===== config.mk =====
export PLATFORM = sky130hd
export DESIGN_NAME = sorted_min_priority_queue_core
export DESIGN_NICKNAME = d
export VERILOG_FILES = /design/src/design/smpq_pkg.sv /design/src/design/smpq_cell.sv /design/src/design/sorted_min_priority_queue_core.sv
export SDC_FILE = /design/constraint.sdc
export NUM_CORES = 1
export LEC_CHECK = 0
export BUFFER_PORTS_ARGS = -buffer_cell sky130_fd_sc_hd__buf_2
export CORE_MARGIN = 2
export CORE_UTILIZATION = 60
export DETAILED_ROUTE_END_ITERATION = 10
export GPL_TIMING_DRIVEN = 0
export PLACE_DENSITY = 0.78
export SLEW_MARGIN = 20
export SYNTH_ARGS = -nofsm -noshare
export SYNTH_HDL_FRONTEND = slang
export SYNTH_SLANG_ARGS = --single-unit

===== constraint.sdc =====
create_clock -name clock -period 7.3 [get_ports clock]
set_input_delay 0.365 -clock clock [delete_from_list [all_inputs] [get_ports clock]]
set_output_delay 0.365 -clock clock [all_outputs]
set_load 0.03 [all_outputs]

===== src/design/smpq_pkg.sv =====
// ---------------------------------------------------------------------------
// smpq_pkg
// Shared types and codes for the sorted minimum priority queue: entry
// layout, per-cycle cell control, operation and status codes.
// ---------------------------------------------------------------------------
package smpq_pkg;

   localparam int KEY_W    = 16;
   localparam int TAG_W    = 32;
   localparam int STATUS_W = 2;

   typedef enum logic {
      FUNC_INSERT = 1'b0,
      FUNC_REMOVE = 1'b1
   } func_type;

   typedef enum logic [STATUS_W-1:0] {
      STATUS_OK    = 2'd0,
      STATUS_FULL  = 2'd1,
      STATUS_EMPTY = 2'd2
   } status_type;

   typedef struct packed {
      logic [TAG_W-1:0] tag;
      logic [KEY_W-1:0] key;
   } entry_type;

   // Broadcast to every cell of the chain in each cycle.
   typedef struct packed {
      logic      ins;
      logic      rem;
      entry_type new_entry;
   } ctl_type;

endpackage


===== src/design/smpq_cell.sv =====
// ---------------------------------------------------------------------------
// smpq_cell
// One slot of the sorted chain. On insert it keeps its entry, takes its
// left neighbor's entry, or takes the new entry; on remove it takes its
// right neighbor's entry.
// ---------------------------------------------------------------------------
module smpq_cell
   import smpq_pkg::*;
(
   input  logic      clock,
   input  ctl_type   ctl,
   input  logic      live,
   input  logic      left_greater,
   input  entry_type left_entry,
   input  entry_type right_entry,
   output entry_type entry,
   output logic      greater
);

   entry_type entry_ff;
   entry_type entry_in;

   // Empty slots rank above any key, so the new entry lands behind equal keys.
   assign greater = !live || (entry_ff.key > ctl.new_entry.key);
   assign entry   = entry_ff;

   always_comb begin
      entry_in = entry_ff;
      if (ctl.ins && greater) begin
         entry_in = left_greater ? left_entry : ctl.new_entry;
      end else if (ctl.rem) begin
         entry_in = right_entry;
      end
   end

   always_ff @(posedge clock) begin
      entry_ff <= entry_in;
   end

endmodule


===== src/design/sorted_min_priority_queue_core.sv =====
// ---------------------------------------------------------------------------
// sorted_min_priority_queue_core
// Bounded priority queue held as a chain of sorted cells, lowest key in
// cell 0. Equal keys leave in arrival order.
//
//   Channel | Dir | tuser               | tdata (lowest bit up)
//   req_    | in  | func                | key, tag
//   rsp_    | out | status              | popped_key, popped_tag, stored_count
//
// A request is taken every cycle the result register is free or drained.
// Its result shows in the cycle after acceptance; all cells update at
// once from one broadcast key compare per cell, so throughput is one
// per cycle unless a stalled result holds req_tready low until it is taken.
// Reset clears the fill count and the result valid; cell contents are
// left as they are and never read past the fill count.
// ---------------------------------------------------------------------------
module sorted_min_priority_queue_core
   import smpq_pkg::*;
#(
   parameter int DEPTH = 8
)(
   input  logic                clock,
   input  logic                reset,
   input  logic                req_tvalid,
   output logic                req_tready,
   input  logic [0:0]          req_tuser,  // func
   input  logic [KEY_W+TAG_W-1:0] req_tdata,  // key, tag
   output logic                rsp_tvalid,
   input  logic                rsp_tready,
   output logic [STATUS_W-1:0] rsp_tuser,  // status
   output logic [((KEY_W+TAG_W+$clog2(DEPTH+1)+7)/8)*8-1:0] rsp_tdata
                                           // popped_key, popped_tag, stored_count
);

   localparam int CountW = $clog2(DEPTH + 1);
   localparam int RspW   = ((KEY_W + TAG_W + CountW + 7) / 8) * 8;
   localparam int PadW   = RspW - (KEY_W + TAG_W + CountW);

   logic [CountW-1:0] count_ff, count_in;
   logic              rsp_valid_ff, rsp_valid_in;
   status_type        status_ff, status_in;
   entry_type         popped_ff, popped_in;
   logic [CountW-1:0] rsp_count_ff;

   ctl_type   ctl;
   logic      accept, is_ins, full, empty;
   logic      live    [DEPTH];
   logic      greater [DEPTH];
   entry_type entries [DEPTH];

   assign req_tready = !rsp_valid_ff || rsp_tready;
   assign accept     = req_tvalid && req_tready;
   assign is_ins     = (func_type'(req_tuser[0]) == FUNC_INSERT);
   assign full       = (count_ff == CountW'(DEPTH));
   assign empty      = (count_ff == '0);

   always_comb begin
      ctl.ins           = accept && is_ins && !full;
      ctl.rem           = accept && !is_ins && !empty;
      ctl.new_entry.key = req_tdata[KEY_W-1:0];
      ctl.new_entry.tag = req_tdata[KEY_W+TAG_W-1:KEY_W];
   end

   for (genvar i = 0; i < DEPTH; i++) begin : g_cell
      entry_type left_entry;
      entry_type right_entry;
      logic      left_greater;

      assign live[i] = (count_ff > CountW'(i));

      if (i == 0) begin : g_first
         assign left_entry   = '0;
         assign left_greater = 1'b0;
      end else begin : g_mid
         assign left_entry   = entries[i-1];
         assign left_greater = greater[i-1];
      end

      if (i == DEPTH - 1) begin : g_last
         assign right_entry = '0;
      end else begin : g_inner
         assign right_entry = entries[i+1];
      end

      smpq_cell u_cell (
         .clock        (clock),
         .ctl          (ctl),
         .live         (live[i]),
         .left_greater (left_greater),
         .left_entry   (left_entry),
         .right_entry  (right_entry),
         .entry        (entries[i]),
         .greater      (greater[i])
      );
   end

   always_comb begin
      count_in     = count_ff;
      rsp_valid_in = rsp_valid_ff && !rsp_tready;
      status_in    = status_ff;
      popped_in    = popped_ff;
      if (accept) begin
         rsp_valid_in = 1'b1;
         popped_in    = '0;
         status_in    = STATUS_OK;
         if (is_ins) begin
            if (full) begin
               status_in = STATUS_FULL;
            end else begin
               count_in = count_ff + CountW'(1);
            end
         end else begin
            if (empty) begin
               status_in = STATUS_EMPTY;
            end else begin
               popped_in = entries[0];
               count_in  = count_ff - CountW'(1);
            end
         end
      end
   end

   always_ff @(posedge clock) begin
      if (reset) begin
         count_ff     <= '0;
         rsp_valid_ff <= 1'b0;
      end else begin
         count_ff     <= count_in;
         rsp_valid_ff <= rsp_valid_in;
      end
   end

   always_ff @(posedge clock) begin
      if (accept) begin
         status_ff    <= status_in;
         popped_ff    <= popped_in;
         rsp_count_ff <= count_in;
      end
   end

   assign rsp_tvalid = rsp_valid_ff;
   assign rsp_tuser  = status_ff;
   assign rsp_tdata  = {{PadW{1'b0}}, rsp_count_ff, popped_ff.tag, popped_ff.key};

   // Fill count stays within the chain.
   a_count_bound: assert property (@(posedge clock) disable iff (reset)
      count_ff <= CountW'(DEPTH))
      else $error("fill count exceeds depth");

   // Result register comes out of reset empty.
   a_reset_idle: assert property (@(posedge clock)
      reset |=> !rsp_tvalid)
      else $error("result valid after reset");

   // A successful insert grows the count by one.
   a_ins_count: assert property (@(posedge clock) disable iff (reset)
      ctl.ins |=> count_ff == $past(count_ff) + CountW'(1))
      else $error("insert did not advance fill count");

   // Live cells stay sorted by ascending key.
   for (genvar j = 0; j < DEPTH - 1; j++) begin : g_sorted
      a_sorted: assert property (@(posedge clock) disable iff (reset)
         live[j+1] |-> entries[j].key <= entries[j+1].key)
         else $error("chain out of order");
   end

endmodule


==> flow_metrics.py, run 1 <==
metrics = {
    "run_status": {
        "status": "completed",
    },
    "drt": {
        "wl_met1_mm": 32.4,
        "top_layer_used": "met4",
        "wl_per_cell_um": 27.1,
        "first_pass_iters": 6,
        "drc": 0,
        "drt_iter0_drc": 3220,
        "met3_length_mm": 10.1,
        "vias_per_cell": 7.16,
        "dr_wl_met2_mm": 37.1,
        "num_vias": 22500,
        "wirelength_mm": 85.2,
        "detail-route-antenna-nets": 0,
    },
    "clock_network": {
        "cts_resized": 0,
        "cts-root-buf": "clkbuf_16",
        "cts.clk_slew.worst_paths_ns": 0.06,
        "cts_tree": "done",
        "ctsLongestPathBuffers": 3,
        "clock_sinks": 443,
        "post_cts_buffers": 0,
        "cts_buffers": 48,
        "clock_latency_ns": 0.61,
        "htreeDepth": 2,
        "hold_buffers": 1,
    },
    "critical_path": {
        "critPathMaxFanout": 48,
        "critPathRequiredTime_ns": 7.53,
        "crit_type": "input pin to register",
        "cp-startpoint": "req_tdata[11]",
        "worstPathArrival_ns": 5.14,
        "rr_worst_depth": 9,
        "r2r_setup_slack_ns": 2.69,
        "cpPeakStageDelay_ns": 0.67,
        "reg2reg_to": "g_cell[4].u_cell.entry[20]",
        "reg2reg_from": "g_cell[4].u_cell.entry[11]",
        "slowest_stage": "nand2b_4",
        "start_kind": "input pin",
        "cp-end-kind": "register",
        "path_cells": "clkbuf_1 > inv_1 > ha_1 > nand4_1 > nor4_1 > a21boi_0 > nor3_1 > buf_2 > nor3_1 > buf_2 > nand2b_4",
    },
    "power": {
        "p_int_mw": 5.25,
        "switchingPower_mw": 2.42,
        "power_frac_seq_pct": 44.7,
        "p_per_area_mw_per_mm2": 272,
        "p_clk_share_pct": 33.4,
        "ir_worst_vdd_mv": 0.173,
        "pwr-share-comb_pct": 21.9,
        "power.total_mw": 7.67,
        "p_leak_nw": 10.9,
        "sw_frac_of_total_pct": 31.5,
    },
    "yosys": {
        "ys_seq_area_share_pct": 52.5,
        "ys_types": 54,
        "syn_inst": 2419,
        "syn_avg_cell_area_um2": 10.4,
        "async_reset_ff_share_pct": 0,
        "synth_edf_count": 438,
        "synth_warnings": 0,
        "synth.cell_area_mm2": 0.0252,
        "synth-main-ff-cell": "edfxtp_1",
        "ys_ff_latch": 443,
    },
    "timing": {
        "finalMaxSlewViolations": 0,
        "worst_slew_pin_slew_ns": 1.23,
        "post-route-min-period_ns": 4.91,
        "fin_tns_setup_ns": 0,
        "hold_viol_final": 0,
        "finalClockSkew_ns": 0.0244,
        "grt_setup_unrepaired": "false",
        "fmax_ghz": 0.204,
        "slew_headroom_pct": 17.7,
        "setup_viol": 0,
        "min_period_over_period_pct": 67.2,
    },
    "floorplanning": {
        "die_h_um": 209,
        "start_util_pct": 60.4,
        "dieArea_mm2": 0.0437,
        "io_pins": 113,
        "chipWidth_um": 209,
        "fp-row-count": 75,
        "coreArea_mm2": 0.0418,
    },
    "global_routing": {
        "grt_max_degree": 59,
        "gr-usage-all-layers_pct": 38.2,
        "grt-ovfl-total": 0,
        "antenna_found_initial": 1,
        "grt_pass1_wl_mm": 127,
        "first_global_vias": 21500,
    },
    "placed_design": {
        "gp_congestion": 0.976,
        "port-buffer-count": 92,
        "place_hpwl_mm": 59.6,
    },
    "worst_hold_path": {
        "whs_path_depth": 3,
        "min_from": "req_tvalid",
        "min_to": "rsp_tvalid",
        "hold_path.class": "input pin to register",
    },
    "flow_run": {
        "drv_cap": 0,
    },
    "final_layout": {
        "area_growth_pct": 11.7,
        "drive_gt1_share_pct": 11.3,
        "final_nets": 2754,
        "fillers": 3144,
        "antenna_cells": 0,
    },
}
==> kinds of logic (layout without fill, tap and decap cells) <==
logic type	after synthesis	after routing	share of synthesized area, %
AOI/OAI and AO/OA	935	935	20.5
xor gates and xnor gates	1	1	0.0347
buffers and inverters	280	466	4.66
and+or+nand+nor	481	481	9.54
adders and majority gates	132	132	6.55
muxes	146	146	6.16
DFF	443	443	52.5
other	1	4	0.0149
==> registers in the layout, summed over array words and instances (netlist names) <==
register             count
count_ff                 4
g_cell.u_cell.entry    384
rsp_count_ff             4
rsp_tdata               48
rsp_tuser                2
rsp_tvalid               1
==> power groups by stage <==
stage | sequential (mW) | combinational, mW | clock (mW)
finish | 3.43 | 1.68 | 2.56
floorplan | 3.46 | 1.03 | 0
global placement | 3.48 | 1.52 | 0
detailed placement | 3.46 | 1.61 | 0
CTS | 3.42 | 1.62 | 2.55
global route | 3.45 | 1.80 | 2.63
==> cell usage in the layout (no fill, tap or decap), types with 14 or more instances in the layout <==
cell type / Yosys / routed
buf_2: 44 / 136
clkbuf_16: 0 / 48
and2_1: 53 / 53
a31oi_1: 289 / 289
nand4_1: 23 / 23
clkbuf_1: 177 / 182
edfxtp_1: 438 / 438
nand2_1: 131 / 129
a21oi_1: 389 / 389
mux2_2: 39 / 39
mux2i_1: 98 / 98
clkinv_2: 0 / 15
nand3_1: 200 / 200
buf_1: 14 / 14
nor2_1: 16 / 16
ha_1: 132 / 132
inv_1: 32 / 31
o21ai_0: 206 / 205
==> how the worst max path moves through the flow <==
stage	to	slack [ns]	cells past startpoint
global route	g_cell[4].u_cell.entry[17]	2.35	11
CTS	g_cell[4].u_cell.entry[14]	2.66	11
floorplan	g_cell[1].u_cell.entry[0]	1.02	10
global placement	g_cell[1].u_cell.entry[20]	-2.50	10
detailed placement	g_cell[4].u_cell.entry[19]	2.06	11
finish	g_cell[4].u_cell.entry[20]	2.39	11
==> synth_stat cells (3+ instances only) <==
cell type	instances	area (um^2)
a31oi_1	289	1810
nand3_1	200	1000
mux2i_1	98	981
o21ai_1	7	35.0
o211ai_1	6	45.0
ha_1	132	1650
buf_1	14	52.6
nor2b_1	11	68.8
or4_1	4	30.0
nor3_1	12	60.1
a21oi_1	389	1950
a211oi_1	3	22.5
a21boi_0	4	30.0
o21ai_0	206	1030
nand2b_1	8	50.1
nor4_1	8	50.1
nand4_1	23	144
dfxtp_1	5	100
and2_1	53	332
or3_1	5	31.3
mux2_2	39	439
buf_4	11	82.6
inv_1	32	120
nand2_1	131	492
mux2_4	9	135
buf_2	44	220
nor2_1	16	60.1
clkbuf_1	177	664
a21o_1	10	75.1
edfxtp_1	438	13200
o21a_1	4	30.0
==> layout make-up <==
| cell class | instances | area (um^2) | area share (%) |
|---|---|---|---|
| Buffer | 248 | 1050 | 3.74 |
| Clock buffer | 55 | 1250 | 4.43 |
| Clock inverter | 34 | 365 | 1.30 |
| Inverter | 32 | 123 | 0.435 |
| Multi-Input combinational cell | 1699 | 10900 | 38.6 |
| Sequential cell | 443 | 13300 | 47.0 |
| Tap cell | 539 | 674 | 2.39 |
| Timing Repair Buffer | 97 | 573 | 2.03 |
==> metrics by stage <==
stage          std cells  hold slack, ns  instance area, um^2  utilization [%]  setup slack, ns
2_1_floorplan       2422           0.434                25200                -             1.02
3_3_place_gp        3053           0.505                26400             63.2            -2.50
3_5_place_dp        3057           0.534                26600             63.6             2.06
4_1_cts             3147         0.00416                28200             67.5             2.66
5_1_grt             3147          0.0403                28200             67.5             2.35
6_report            3147          0.0105                28200             67.5             2.39
==> worst max-delay path, delay by kind of cell <==
| kind | cells | cell delay [ns] |
|---|---|---|
| AO/OA/AOI/OAI | 1 | 0.40 |
| buffers and inverters | 4 | 1.50 |
| adder cells (fa/ha/maj) | 1 | 0.44 |
| AND/OR/NAND/NOR | 5 | 2.37 |
==> per-layer routing <==
layer | global-route usage [%] | vias to the layer above
li1 | - | 9658
met1 | 51.7 | 10800
met2 | 57.4 | 1804
met3 | 7.45 | 314
met4 | 23.0 | 0
met5 | 0 | -
No activity file was read; power rests on OpenSTA's default activity.
==> inputs of run 2 (changes only) <==
- CORE_UTILIZATION: 60 -> 57
- clock period: 7.3 -> 4.05 ns (I/O delays scaled with it)
==> run 2 against run 1 <==
  * Clock-buffer cell count stayed put
  * Die area is 5.2% higher
  * Critical path depth shrank 3
  * Sequential power up 80%
  * Clock skew grew 0.0021 ns
  * Design area is 0.28% higher
  * Sequential share of layout area decreased by 0.13 points
  * Worst hold slack better by 0.0020 ns
  * Critical path type is now register to register
  * Highest routed layer unchanged
==> flow_metrics.py, run 2 (same netlist as run 1, synthesis figures left out) <==
metrics = {
    "run_status": {
        "status": "completed",
    },
    "global_routing": {
        "grt_pass1_wl_mm": 129,
        "gr-usage-all-layers_pct": 36.5,
        "antenna_found_initial": 1,
        "grt_max_degree": 49,
        "grt-ovfl-total": 0,
        "first_global_vias": 21600,
    },
    "floorplanning": {
        "start_util_pct": 57.4,
        "io_pins": 113,
        "chipWidth_um": 214,
        "coreArea_mm2": 0.0439,
        "fp-row-count": 77,
        "dieArea_mm2": 0.0460,
        "die_h_um": 214,
    },
    "worst_hold_path": {
        "min_to": "g_cell[0].u_cell.entry[26]",
        "hold_path.class": "input pin to register",
        "min_from": "req_tdata[26]",
        "whs_path_depth": 2,
    },
    "timing": {
        "hold_viol_final": 0,
        "slew_headroom_pct": 32.3,
        "finalMaxSlewViolations": 0,
        "worst_slew_pin_slew_ns": 1.02,
        "fmax_ghz": 0.249,
        "fin_hold_ws_ns": 0.0125,
        "min_period_over_period_pct": 99.1,
        "post-route-min-period_ns": 4.01,
        "setup_viol": 0,
        "finalClockSkew_ns": 0.0266,
    },
    "clock_network": {
        "clock_latency_ns": 0.62,
        "cts.clk_slew.worst_paths_ns": 0.06,
        "post_cts_buffers": 0,
        "clock_sinks": 443,
        "htreeDepth": 2,
        "ctsLongestPathBuffers": 3,
        "cts-root-buf": "clkbuf_16",
        "cts_tree": "done",
        "cts_buffers": 47,
    },
    "final_layout": {
        "fin_util_pct": 64.3,
        "area_growth_pct": 12.0,
        "layout_commonest_cell": "edfxtp_1",
        "fin_cells": 3201,
        "largest_reg_flops": 384,
        "stdcell_area_mm2": 0.0283,
        "drive_gt1_share_pct": 11.8,
        "final_nets": 2761,
        "final_cell_mix": "edfxtp_1 (438), a21oi_1 (388), a31oi_1 (288)",
    },
    "drt": {
        "drt_iter0_drc": 3852,
        "wl_per_cell_um": 27.5,
        "vias_per_cell": 7.08,
        "wirelength_mm": 87.9,
        "first_pass_iters": 7,
        "num_vias": 22700,
        "drc": 0,
        "detail-route-antenna-nets": 0,
    },
    "placed_design": {
        "place_hpwl_mm": 59.0,
        "port-buffer-count": 92,
        "place_inst": 3110,
        "gp_congestion": 0.980,
        "dpl-instance-area_mm2": 0.0266,
    },
    "critical_path": {
        "cp-end-kind": "register",
        "cpPeakStageDelay_ns": 0.76,
        "worstPathArrival_ns": 4.33,
        "path_cells": "nor2_2 > and2_1 > clkbuf_1 > nor2_1 > nand2_2 > o21ai_4 > buf_16 > buf_16",
        "crit_top_cell": "buf_16",
        "critPathRequiredTime_ns": 4.37,
        "crit_type": "register to register",
        "critPathMaxFanout": 19,
        "start_kind": "register",
        "reg2reg_from": "count_ff[3]",
        "slowest_stage": "dfxtp_1",
        "reg2reg_to": "g_cell[1].u_cell.entry[29]",
        "rr_worst_depth": 8,
        "r2r_setup_slack_ns": 0.04,
        "cp_top_family": "simple AND/OR/NAND/NOR gates",
        "crit_buf_inv": 3,
    },
    "power": {
        "ir_worst_vdd_mv": 0.303,
        "p_leak_nw": 10.9,
        "p_per_area_mw_per_mm2": 482,
        "power.total_mw": 13.6,
    },
    "flow_run": {
        "drv_cap": 0,
    },
}
[run 2: changes by cell type in the layout (fill, tap and decap cells not counted), sizes merged]
cell         previous run  this run
dlygate4sd3             1         2
nand2b                  8        15
clkbuf                232       233
clkinvlp                2         1
diode                   0         1
clkinv                 24        21
bufinv                  7         4
buf                   167       166
inv                    33        32
[run 2: through the flow]
stage            TNS, ns  worst slack, ns
3_5_place_dp     -242.28            -1.14
3_3_place_gp     -757.70            -2.38
2_1_floorplan     -46.02           -0.164
4_1_cts                0          0.00897
6_report               0           0.0384
5_1_grt        -0.000845        -0.000845
[run 2: power by group]
part / internal [mW] / switching [mW] / total [mW]
Clock: 2.41 / 1.90 / 4.32
Sequential: 5.83 / 0.344 / 6.17
Combinational: 0.987 / 2.13 / 3.12
[run 2: cell type report]
type / count / area, um^2
tap: 592 / 741
clock inverter: 26 / 248
inverter: 32 / 123
multi-input combinational: 1706 / 11000
timing repair buffer: 98 / 576
antenna: 1 / 2.50
fill: 3501 / 15700
clock buffer: 55 / 1230
buffer: 248 / 1060
sequential: 443 / 13300
[run 2: timing repair]
item                                    4_1_cts  5_1_grt
gates cloned                                  1        6
endpoints found under the setup margin      116      322
hold endpoints to repair                      5        0
gates resized for setup                       8       18
pin swaps                                     0        0
hold buffers                                  2        0
[run 2: routing by layer]
metal	track usage [%]	share of wire [%]	up-vias
met4	21.9	7.0	0
met5	0	0	-
li1	-	-	9673
met3	10.3	13	338
met1	47.7	37	10800
met2	54.2	43	1881
[run 2: how the worst max path moves through the flow]
stage                               start                          to  cells past startpoint
3_5_place_dp                 req_tdata[9]  g_cell[4].u_cell.entry[21]                     11
3_3_place_gp                req_tdata[11]  g_cell[4].u_cell.entry[19]                     11
6_report                      count_ff[3]  g_cell[1].u_cell.entry[29]                      8
4_1_cts                       count_ff[0]  g_cell[5].u_cell.entry[19]                     11
5_1_grt        g_cell[4].u_cell.entry[11]  g_cell[4].u_cell.entry[21]                      9
2_1_floorplan                  rsp_tvalid   g_cell[6].u_cell.entry[0]                      5
[run 2: worst reg2reg max path, cell delays in order, from the launching register on]
cell,delay [ns]
dfxtp_1,0.76
nor2_2,0.26
and2_1,0.23
clkbuf_1,0.22
nor2_1,0.55
nand2_2,0.68
o21ai_4,0.57
buf_16,0.26
buf_16,0.20
